==> config.mk <==
export PLATFORM = sky130hd
export DESIGN_NAME = grapheme_cluster_boundary_flat
export DESIGN_NICKNAME = d
export VERILOG_FILES = /design/src/gcb_pkg.sv /design/src/gcb_in_if.sv /design/src/gcb_out_if.sv /design/src/grapheme_cluster_boundary.sv /design/src/flat_wrapper.sv
export SDC_FILE = /design/constraint.sdc
export NUM_CORES = 1
export LEC_CHECK = 0
export ABC_AREA = 0
export BUFFER_PORTS_ARGS = -buffer_cell sky130_fd_sc_hd__buf_4
export CAP_MARGIN = 40
export CORE_AREA = 2 2 43 45
export DETAILED_ROUTE_END_ITERATION = 10
export DIE_AREA = 0 0 45 47
export HOLD_SLACK_MARGIN = 0.03
export MAX_ROUTING_LAYER = met4
export PLACE_DENSITY_LB_ADDON = 0.12
export SYNTH_ARGS = -nofsm -noshare
export SYNTH_HDL_FRONTEND = slang
export SYNTH_SLANG_ARGS = --single-unit
==> constraint.sdc <==
create_clock -name i_clk -period 3.9 [get_ports i_clk]
set_input_delay 0.585 -clock i_clk [delete_from_list [all_inputs] [get_ports i_clk]]
set_output_delay 0.585 -clock i_clk [all_outputs]
set_load 0.05 [all_outputs]
==> src/gcb_pkg.sv <==
// ----------------------------------------------------------------------------
// gcb_pkg
// class codes and state record for the grapheme cluster boundary detector
// ----------------------------------------------------------------------------
package gcb_pkg;

    localparam int unsigned CLASS_W = 4;
    localparam int unsigned CONJ_W  = 2;

    // grapheme break classes
    localparam logic [CLASS_W-1:0] GC_OTHER   = 4'd0;
    localparam logic [CLASS_W-1:0] GC_CR      = 4'd1;
    localparam logic [CLASS_W-1:0] GC_LF      = 4'd2;
    localparam logic [CLASS_W-1:0] GC_CONTROL = 4'd3;
    localparam logic [CLASS_W-1:0] GC_EXTEND  = 4'd4;
    localparam logic [CLASS_W-1:0] GC_ZWJ     = 4'd5;
    localparam logic [CLASS_W-1:0] GC_RI      = 4'd6;
    localparam logic [CLASS_W-1:0] GC_PREPEND = 4'd7;
    localparam logic [CLASS_W-1:0] GC_SPACING = 4'd8;
    localparam logic [CLASS_W-1:0] GC_L       = 4'd9;
    localparam logic [CLASS_W-1:0] GC_V       = 4'd10;
    localparam logic [CLASS_W-1:0] GC_T       = 4'd11;
    localparam logic [CLASS_W-1:0] GC_LV      = 4'd12;
    localparam logic [CLASS_W-1:0] GC_LVT     = 4'd13;
    localparam logic [CLASS_W-1:0] GC_PICT    = 4'd14;

    // indic conjunct break classes
    localparam logic [CONJ_W-1:0] IC_NONE      = 2'd0;
    localparam logic [CONJ_W-1:0] IC_CONSONANT = 2'd1;
    localparam logic [CONJ_W-1:0] IC_EXTEND    = 2'd2;
    localparam logic [CONJ_W-1:0] IC_LINKER    = 2'd3;

    typedef struct packed {
        logic [CLASS_W-1:0] prior_class;
        logic               indicator_run_odd;
        logic               pictograph_open;
        logic               consonant_seen;
        logic               linker_after_consonant;
    } t_gcb_state;

    localparam t_gcb_state GCB_STATE_RESET = '{
        prior_class:            GC_OTHER,
        indicator_run_odd:      1'b0,
        pictograph_open:        1'b0,
        consonant_seen:         1'b0,
        linker_after_consonant: 1'b0
    };

endpackage

==> src/gcb_in_if.sv <==
// ----------------------------------------------------------------------------
// gcb_in_if
// codepoint channel: valid/ready with classified codepoint payload
// ----------------------------------------------------------------------------
interface gcb_in_if;
    logic                        valid;
    logic                        ready;
    logic [gcb_pkg::CLASS_W-1:0] break_class;
    logic [gcb_pkg::CONJ_W-1:0]  conjunct_class;
    logic                        text_start;

    modport source (output valid, output break_class, output conjunct_class,
                    output text_start, input ready);
    modport sink   (input valid, input break_class, input conjunct_class,
                    input text_start, output ready);
endinterface

==> src/gcb_out_if.sv <==
// ----------------------------------------------------------------------------
// gcb_out_if
// boundary channel: valid/ready with one boundary flag per codepoint
// ----------------------------------------------------------------------------
interface gcb_out_if;
    logic valid;
    logic ready;
    logic boundary_before;

    modport source (output valid, output boundary_before, input ready);
    modport sink   (input valid, input boundary_before, output ready);
endinterface

==> src/grapheme_cluster_boundary.sv <==
// ----------------------------------------------------------------------------
// grapheme_cluster_boundary
// extended grapheme cluster boundary detector, while o_out is ready one codepoint per cycle
// ----------------------------------------------------------------------------
// usage:
//   i_in  takes one pre-classified codepoint per transaction (break class,
//         conjunct class, text start flag).
//   o_out gives one transaction per codepoint, in order: boundary_before is
//         high when a cluster boundary lies before that codepoint.
//   path: a codepoint accepted on i_in passes the input register, then the
//         result register, before it is offered on o_out.
//   throughput: one codepoint per cycle, sustained while o_out is ready; the
//         rules are a single pass of compares on the class codes and the context register.
//   stall: when o_out is held, the result register keeps its transaction,
//         the input register fills and then i_in.ready drops; nothing is
//         lost or repeated.
//   reset: i_rst_n (synchronous, active low) empties both registers and sets
//         the context to "previous class other", all flags clear.
//   text_start forces a boundary and restarts the context at that codepoint.
// ----------------------------------------------------------------------------
module grapheme_cluster_boundary (
    input  logic       i_clk,
    input  logic       i_rst_n,
    gcb_in_if.sink     i_in,
    gcb_out_if.source  o_out
);
    import gcb_pkg::*;

    logic               r_s1_valid;
    logic [CLASS_W-1:0] r_s1_class;
    logic [CONJ_W-1:0]  r_s1_conj;
    logic               r_s1_start;

    logic               r_out_valid;
    logic               r_out_boundary;

    t_gcb_state         r_state;
    t_gcb_state         n_state;
    t_gcb_state         ctx;

    logic               s1_move;
    logic               in_take;
    logic [CLASS_W-1:0] cur;
    logic               is_ctl_p;
    logic               is_ctl_c;
    logic               join_pair;
    logic               n_boundary;

    assign s1_move     = r_s1_valid && (!r_out_valid || o_out.ready);
    assign i_in.ready  = !r_s1_valid || s1_move;
    assign in_take     = i_in.valid && i_in.ready;

    // unused code folds to other
    assign cur = (r_s1_class > GC_PICT) ? GC_OTHER : r_s1_class;

    // text start works against a cleared context
    assign ctx = r_s1_start ? GCB_STATE_RESET : r_state;

    always_comb begin
        is_ctl_p = (ctx.prior_class == GC_CR) || (ctx.prior_class == GC_LF)
                || (ctx.prior_class == GC_CONTROL);
        is_ctl_c = (cur == GC_CR) || (cur == GC_LF) || (cur == GC_CONTROL);
        join_pair = 1'b0;
        if (ctx.prior_class == GC_CR && cur == GC_LF) begin
            join_pair = 1'b1;
        end else if (is_ctl_p || is_ctl_c) begin
            join_pair = 1'b0;
        end else if (ctx.prior_class == GC_L && (cur == GC_L || cur == GC_V
                     || cur == GC_LV || cur == GC_LVT)) begin
            join_pair = 1'b1;
        end else if ((ctx.prior_class == GC_LV || ctx.prior_class == GC_V)
                     && (cur == GC_V || cur == GC_T)) begin
            join_pair = 1'b1;
        end else if ((ctx.prior_class == GC_LVT || ctx.prior_class == GC_T)
                     && cur == GC_T) begin
            join_pair = 1'b1;
        end else if (ctx.consonant_seen && ctx.linker_after_consonant
                     && r_s1_conj == IC_CONSONANT) begin
            join_pair = 1'b1;
        end else if (cur == GC_EXTEND || cur == GC_ZWJ || cur == GC_SPACING) begin
            join_pair = 1'b1;
        end else if (ctx.prior_class == GC_PREPEND) begin
            join_pair = 1'b1;
        end else if (ctx.pictograph_open && ctx.prior_class == GC_ZWJ
                     && cur == GC_PICT) begin
            join_pair = 1'b1;
        end else if (ctx.prior_class == GC_RI && cur == GC_RI
                     && ctx.indicator_run_odd) begin
            join_pair = 1'b1;
        end
        n_boundary = r_s1_start || !join_pair;
    end

    // context update
    always_comb begin
        n_state = ctx;
        n_state.prior_class = cur;

        if (cur == GC_RI) begin
            n_state.indicator_run_odd = (ctx.prior_class == GC_RI)
                                      ? !ctx.indicator_run_odd : 1'b1;
        end else begin
            n_state.indicator_run_odd = 1'b0;
        end

        if (cur == GC_PICT) begin
            n_state.pictograph_open = 1'b1;
        end else if (cur == GC_EXTEND || cur == GC_ZWJ) begin
            n_state.pictograph_open = ctx.pictograph_open
                                   && (ctx.prior_class != GC_ZWJ);
        end else begin
            n_state.pictograph_open = 1'b0;
        end

        case (r_s1_conj)
            IC_CONSONANT: begin
                n_state.consonant_seen         = 1'b1;
                n_state.linker_after_consonant = 1'b0;
            end
            IC_LINKER: begin
                if (ctx.consonant_seen) begin
                    n_state.linker_after_consonant = 1'b1;
                end
            end
            IC_EXTEND: begin
            end
            default: begin
                n_state.consonant_seen         = 1'b0;
                n_state.linker_after_consonant = 1'b0;
            end
        endcase
    end

    always_ff @(posedge i_clk) begin
        if (!i_rst_n) begin
            r_s1_valid  <= 1'b0;
            r_out_valid <= 1'b0;
            r_state     <= GCB_STATE_RESET;
        end else begin
            if (in_take) begin
                r_s1_valid <= 1'b1;
            end else if (s1_move) begin
                r_s1_valid <= 1'b0;
            end
            if (s1_move) begin
                r_out_valid <= 1'b1;
                r_state     <= n_state;
            end else if (o_out.ready) begin
                r_out_valid <= 1'b0;
            end
        end
    end

    // payload registers
    always_ff @(posedge i_clk) begin
        if (in_take) begin
            r_s1_class <= i_in.break_class;
            r_s1_conj  <= i_in.conjunct_class;
            r_s1_start <= i_in.text_start;
        end
        if (s1_move) begin
            r_out_boundary <= n_boundary;
        end
    end

    assign o_out.valid           = r_out_valid;
    assign o_out.boundary_before = r_out_boundary;

`ifndef SYNTHESIS
    a_start_breaks: assert property (@(posedge i_clk) disable iff (!i_rst_n)
        (s1_move && r_s1_start) |=> (r_out_valid && r_out_boundary))
        else $error("text start did not produce a boundary");

    a_linker_needs_consonant: assert property (@(posedge i_clk) disable iff (!i_rst_n)
        r_state.linker_after_consonant |-> r_state.consonant_seen)
        else $error("linker flag set without consonant");

    a_ri_run_context: assert property (@(posedge i_clk) disable iff (!i_rst_n)
        r_state.indicator_run_odd |-> (r_state.prior_class == GC_RI))
        else $error("indicator parity set after non-indicator");

    a_move_fills_output: assert property (@(posedge i_clk) disable iff (!i_rst_n)
        s1_move |=> r_out_valid)
        else $error("result register not loaded");

    a_no_overwrite: assert property (@(posedge i_clk) disable iff (!i_rst_n)
        (r_out_valid && !o_out.ready) |-> !s1_move)
        else $error("stalled result overwritten");
`endif

endmodule

==> src/flat_wrapper.sv <==
// flat-port wrapper written by rule: the top's interface ports become plain ports
module grapheme_cluster_boundary_flat import gcb_pkg::*;
  (i_clk, i_rst_n, i_in_valid, i_in_break_class, i_in_conjunct_class, i_in_text_start, i_in_ready, o_out_valid, o_out_boundary_before, o_out_ready);
  gcb_in_if i_in_i ();
  gcb_out_if o_out_i ();
  input  logic i_clk;
  input  logic i_rst_n;
  input wire logic [$bits(i_in_i.valid)-1:0] i_in_valid;
  input wire logic [$bits(i_in_i.break_class)-1:0] i_in_break_class;
  input wire logic [$bits(i_in_i.conjunct_class)-1:0] i_in_conjunct_class;
  input wire logic [$bits(i_in_i.text_start)-1:0] i_in_text_start;
  output wire logic [$bits(i_in_i.ready)-1:0] i_in_ready;
  output wire logic [$bits(o_out_i.valid)-1:0] o_out_valid;
  output wire logic [$bits(o_out_i.boundary_before)-1:0] o_out_boundary_before;
  input wire logic [$bits(o_out_i.ready)-1:0] o_out_ready;
  assign i_in_i.valid = i_in_valid;
  assign i_in_i.break_class = i_in_break_class;
  assign i_in_i.conjunct_class = i_in_conjunct_class;
  assign i_in_i.text_start = i_in_text_start;
  assign i_in_ready = i_in_i.ready;
  assign o_out_valid = o_out_i.valid;
  assign o_out_boundary_before = o_out_i.boundary_before;
  assign o_out_i.ready = o_out_ready;
  grapheme_cluster_boundary u_core (.i_clk(i_clk), .i_rst_n(i_rst_n), .i_in(i_in_i), .o_out(o_out_i));
endmodule
Word-level counts from Yosys, hierarchy flattened. Index checks and enable logic that the tools add are counted.

Flip-flop bits (word level): 18. Output and inout port bits: 3.

Order comparisons: 1. Eq/ne operators: 28. Mux-type cells: 23. Reduce and logical (&&, ||, !) cells: 36.

Operators with widths (count): $eq 4x4->1 const B (12); $eq 4x3->1 const B (6); $mux 1 (19); $eq 4x2->1 const B (4); $logic_or 1x1->1 (16); $logic_and 1x1->1 (13); $eq 4x1->1 const B (2); $mux 8 (1); $eq 2x2->1 const B (2); $gt 4x4->1 const B (1); $logic_not 1->1 (4); $mux 4 (1); $ne 4x3->1 const B (1); $pmux 1 s2 (2); $reduce_bool 2->1 (2); $eq 2x1->1 const B (1); $reduce_or 2->1 (1).

Longest topological paths before layout.
Depth after elaboration: 17. Mapped depth: 5. Gate-level depth less buffers: 5.

Worst setup path after synthesis. Ideal clock, no wire load.

Kind: register to register. From: reg u_core.r_out_valid, in the netlist u_core.o_out.valid. To: reg u_core.r_s1_class[0] (enable). Setup time: 272 ps. Arrival: 1568 ps. Data required time: 3628 ps. Slack: 2060 ps. Cell stages (with the launch flop): 4. Period minus slack after synthesis: 1840 ps. Cell sequence: dfxtp_1 nor2b_1 nand2_1 and2_1.

Longest elaborated chain between the ends: 5.

Ends and longest elaborated chain: start: declaration (line grapheme_cluster_boundary.sv:34) `logic r_out_valid;`; start signal: assignment (line grapheme_cluster_boundary.sv:137) `r_out_valid <= 1'b0;`; start signal: assignment (line grapheme_cluster_boundary.sv:146) `r_out_valid <= 1'b1;`; start signal: assignment (line grapheme_cluster_boundary.sv:149) `r_out_valid <= 1'b0;`; $logic_not 1->1 (line grapheme_cluster_boundary.sv:49) `assign s1_move = r_s1_valid && (!r_out_valid || o_out.ready);`; $logic_or 1x1->1 (line grapheme_cluster_boundary.sv:49); $logic_and 1x1->1 (line grapheme_cluster_boundary.sv:49); $logic_or 1x1->1 (line grapheme_cluster_boundary.sv:50) `assign i_in.ready = !r_s1_valid || s1_move;`; named net i_in_ready (line flat_wrapper.sv:12) `output wire logic [$bits(i_in_i.ready)-1:0] i_in_ready;`; $logic_and 1x1->1 (line grapheme_cluster_boundary.sv:51) `assign in_take = i_in.valid && i_in.ready;`; named net u_core.in_take (line grapheme_cluster_boundary.sv:42) `logic in_take;`; end signal: assignment (line grapheme_cluster_boundary.sv:157) `r_s1_class <= i_in.break_class;`; end: declaration (line grapheme_cluster_boundary.sv:30) `logic [CLASS_W-1:0] r_s1_class;`.

The timed path passes the listed nets, and every way through them passes these cells. A chain may end at the register's enable or synchronous reset.

Worst setup path in the final report.
From: in o_out_ready. To: out i_in_ready.

Longest elaborated chain between the ends: 3.

Ends and longest elaborated chain: start: declaration (line flat_wrapper.sv:15) `input wire logic [$bits(o_out_i.ready)-1:0] o_out_ready;`; $logic_or 1x1->1 (line grapheme_cluster_boundary.sv:49); $logic_and 1x1->1 (line grapheme_cluster_boundary.sv:49); $logic_or 1x1->1 (line grapheme_cluster_boundary.sv:50); end: declaration (line flat_wrapper.sv:12).

Every way passes these cells.

==> summary.md <==
| Metric | Value |
|---|---|
| Status | complete, no violations |
| CTS tree | yes |
| Post-CTS Hold Fix Bufs | 0 |
| Post-DP HPWL | 1269 um |
| Top FF cell, synth | dfxtp_1 |
| DRC viols | 0 |
| Largest area contributor in the netlist | edfxtp_1 |
| Clk Latency, worst-skew pair | 0.29 ns |
| Warnings, synthesis | 0 |
| Post-CTS Setup Repair Bufs | 0 |
| Syn Area/Cell | 9.808 um2 |
| Post-CTS Resized | 0 |
| Gr usage total | 19.70% |
| Final instance area | 1030 um2 |
| IR drop worst, VDD | 0.0002077 V |
| Setup Total Neg Slack | 0 ns |
| Setup crit start kind | input port |
| Antenna Cells | 0 |
| Slew @ Worst Pin | 0.3275 ns |
| RSZ-0062 raised after global routing | no |
| Post-synthesis sequential area ratio | 48.29% |
| Worst Hold Class | flip-flop to flip-flop |
| Placement Cell Area | 1003 um2 |
| Worst Path Required | 3.31 ns |
| Hold Fails Final Rpt | 0 |
| Slew headroom | 77.89% |
| Drt initial violations | 8 |
| Synth top area cells | edfxtp_1, dfxtp_1, nand2_1 |
| DIE AREA | 2115 um2 |
| Number of synthesized flops with an enable pin | 8 |
| Crit path max fanout | 3 |
| Number of nets in the layout | 118 |
| Clock buffer depth | 2 |
| Vias in the first global route | 656 |
| Fmax | 0.5772 GHz |
| Via count | 755 |
| Total power draw | 0.0003468 W |
| Max_cap viols | 0 |
| Final ANT Viol Nets | 0 |
| CTS clk-pin slew, worst paths | 0.09 ns |
| CTS root buf | clkbuf_4 |
| Static Leak | 0.3650 nW |
| Initial antenna violation count | 0 |
| Critical path class | input port to output port |
| Core Area | 1652 um2 |
| First-pass GRT wire length | 2904 um |
| Final worst path period need | 1.733 ns |
| Cell Pwr Density | 336.8 nW/um2 |
| Pre-Repair DR Iteration Count | 4 |
| H-Tree Depth | 1 |
| Routed WL per cell | 14.08 um |
| Final Routed Wirelength | 1732 um |
| Clock sink total | 18 |
| Layout area overhead | 12.89% |
| Async SR Flop Fraction | 0% |
| Non-filler cells, final | 123 |
| Post-synth top area share | 26.34% |
| Final setup viols | 0 |
| Port Buffer Count | 13 |
| Synth cell types | 42 |
| GPL Wtd Cong | 0.8380 |
| Post-Synthesis Cells | 93 |
| Setup crit end kind | output port |
| Synth Cell Area | 912.1 um2 |
| Initial Utilization | 55.23% |
| # rows | 15 |
| Total grt overflow | 0 |
| Syn nets | 104 |
| Die Wd | 45 um |
| Via-per-instance ratio | 6.138 |
| Final Skew | 0.001139 ns |
| Synth top cells by count | dfxtp_1, nand2_1, edfxtp_1, nand3_1 |
| Final period utilization | 44.42% |
| Critical path arrival | 1.15 ns |
| TritonCTS buffer count | 3 |
| IO Pins | 14 |
| DP Cell Count | 119 |
| Pin count of the biggest net entering global routing | 12 |
| Final Slew Violations | 0 |
| Die height | 47 um |
| Proportion of layout cells with a drive suffix above 1 | 20.75% |
| Synthesized flop and latch total | 18 |
[final timing paths]
path,from,to,slack [ns],depth (start not counted)
min reg2reg,u_core.r_state[2],u_core.r_state[2],0.46,2
max,o_out_ready,i_in_ready,2.17,4
min,u_core.r_state[2],u_core.r_state[2],0.46,2
max reg2reg,u_core.r_s1_class[1],u_core.r_state[2],2.36,4
[per-layer routing]
metal / up-vias / GRT usage, % / part of all wire (%) / wire length, um
met4: 0 / 8.824 / 1.7 / 30
met3: 5 / 3.462 / 4.8 / 84
met2: 21 / 32.57 / 49 / 853
li1: 372 / - / - / -
met1: 357 / 23.49 / 44 / 764
met5: - / - / 0 / 0
[logic make-up after synthesis]
logic type	after synthesis	share of synthesized area, %
AO/OA/AOI/OAI	22	16.32
XOR/XNOR	1	0.9604
buffers and inverters	7	4.252
flip-flops	18	48.29
AND/OR/NAND/NOR	45	30.18
[layout make-up]
type,instances,area [um2]
Tap cell,17,21.27
Sequential cell,18,440.4
Multi-Input combinational cell,68,432.9
Timing Repair Buffer,13,97.59
Clock inverter,1,3.754
Inverter,3,11.26
Fill cell,142,621.8
Clock buffer,3,22.52
[through the flow]
step,util [%],worst slack [ns],hold slack (ns)
3_5_place_dp,60.76,2.164,0.4487
3_3_place_gp,60.76,2.174,0.4467
6_report,62.35,2.168,0.4630
5_1_grt,62.35,2.073,0.4457
4_1_cts,62.35,2.154,0.4525
2_1_floorplan,-,2.060,0.4344
[power breakdown]
part	switching [W]	total, W	internal, W
Sequential	0.0000131	0.000219	0.000206
Clock	0.0000535	0.0000908	0.0000372
Combinational	0.0000175	0.0000371	0.0000195
[registers in the layout, summed over array words and instances, names as in the netlist]
signal / cells
u_core.r_s1_class: 4
u_core.r_s1_conj: 2
u_core.r_s1_start: 1
u_core.r_state: 8
u_core.o_out.valid: 1
u_core.o_out.boundary_before: 1
u_core.r_s1_valid: 1
[cell usage in the layout (no fill, tap or decap), types with 4 or more instances in the layout]
master	instances
buf_4	13
nand2_1	10
dfxtp_1	10
edfxtp_1	8
nand3_1	5
nor2b_1	4
nor2_1	4
a21boi_1	4
[worst max-delay path, stage by stage]
cell	delay [ns]
buf_4	0.11
nor2b_1	0.17
nand2_1	0.09
buf_4	0.19
No activity file was read; power rests on OpenSTA's default activity.
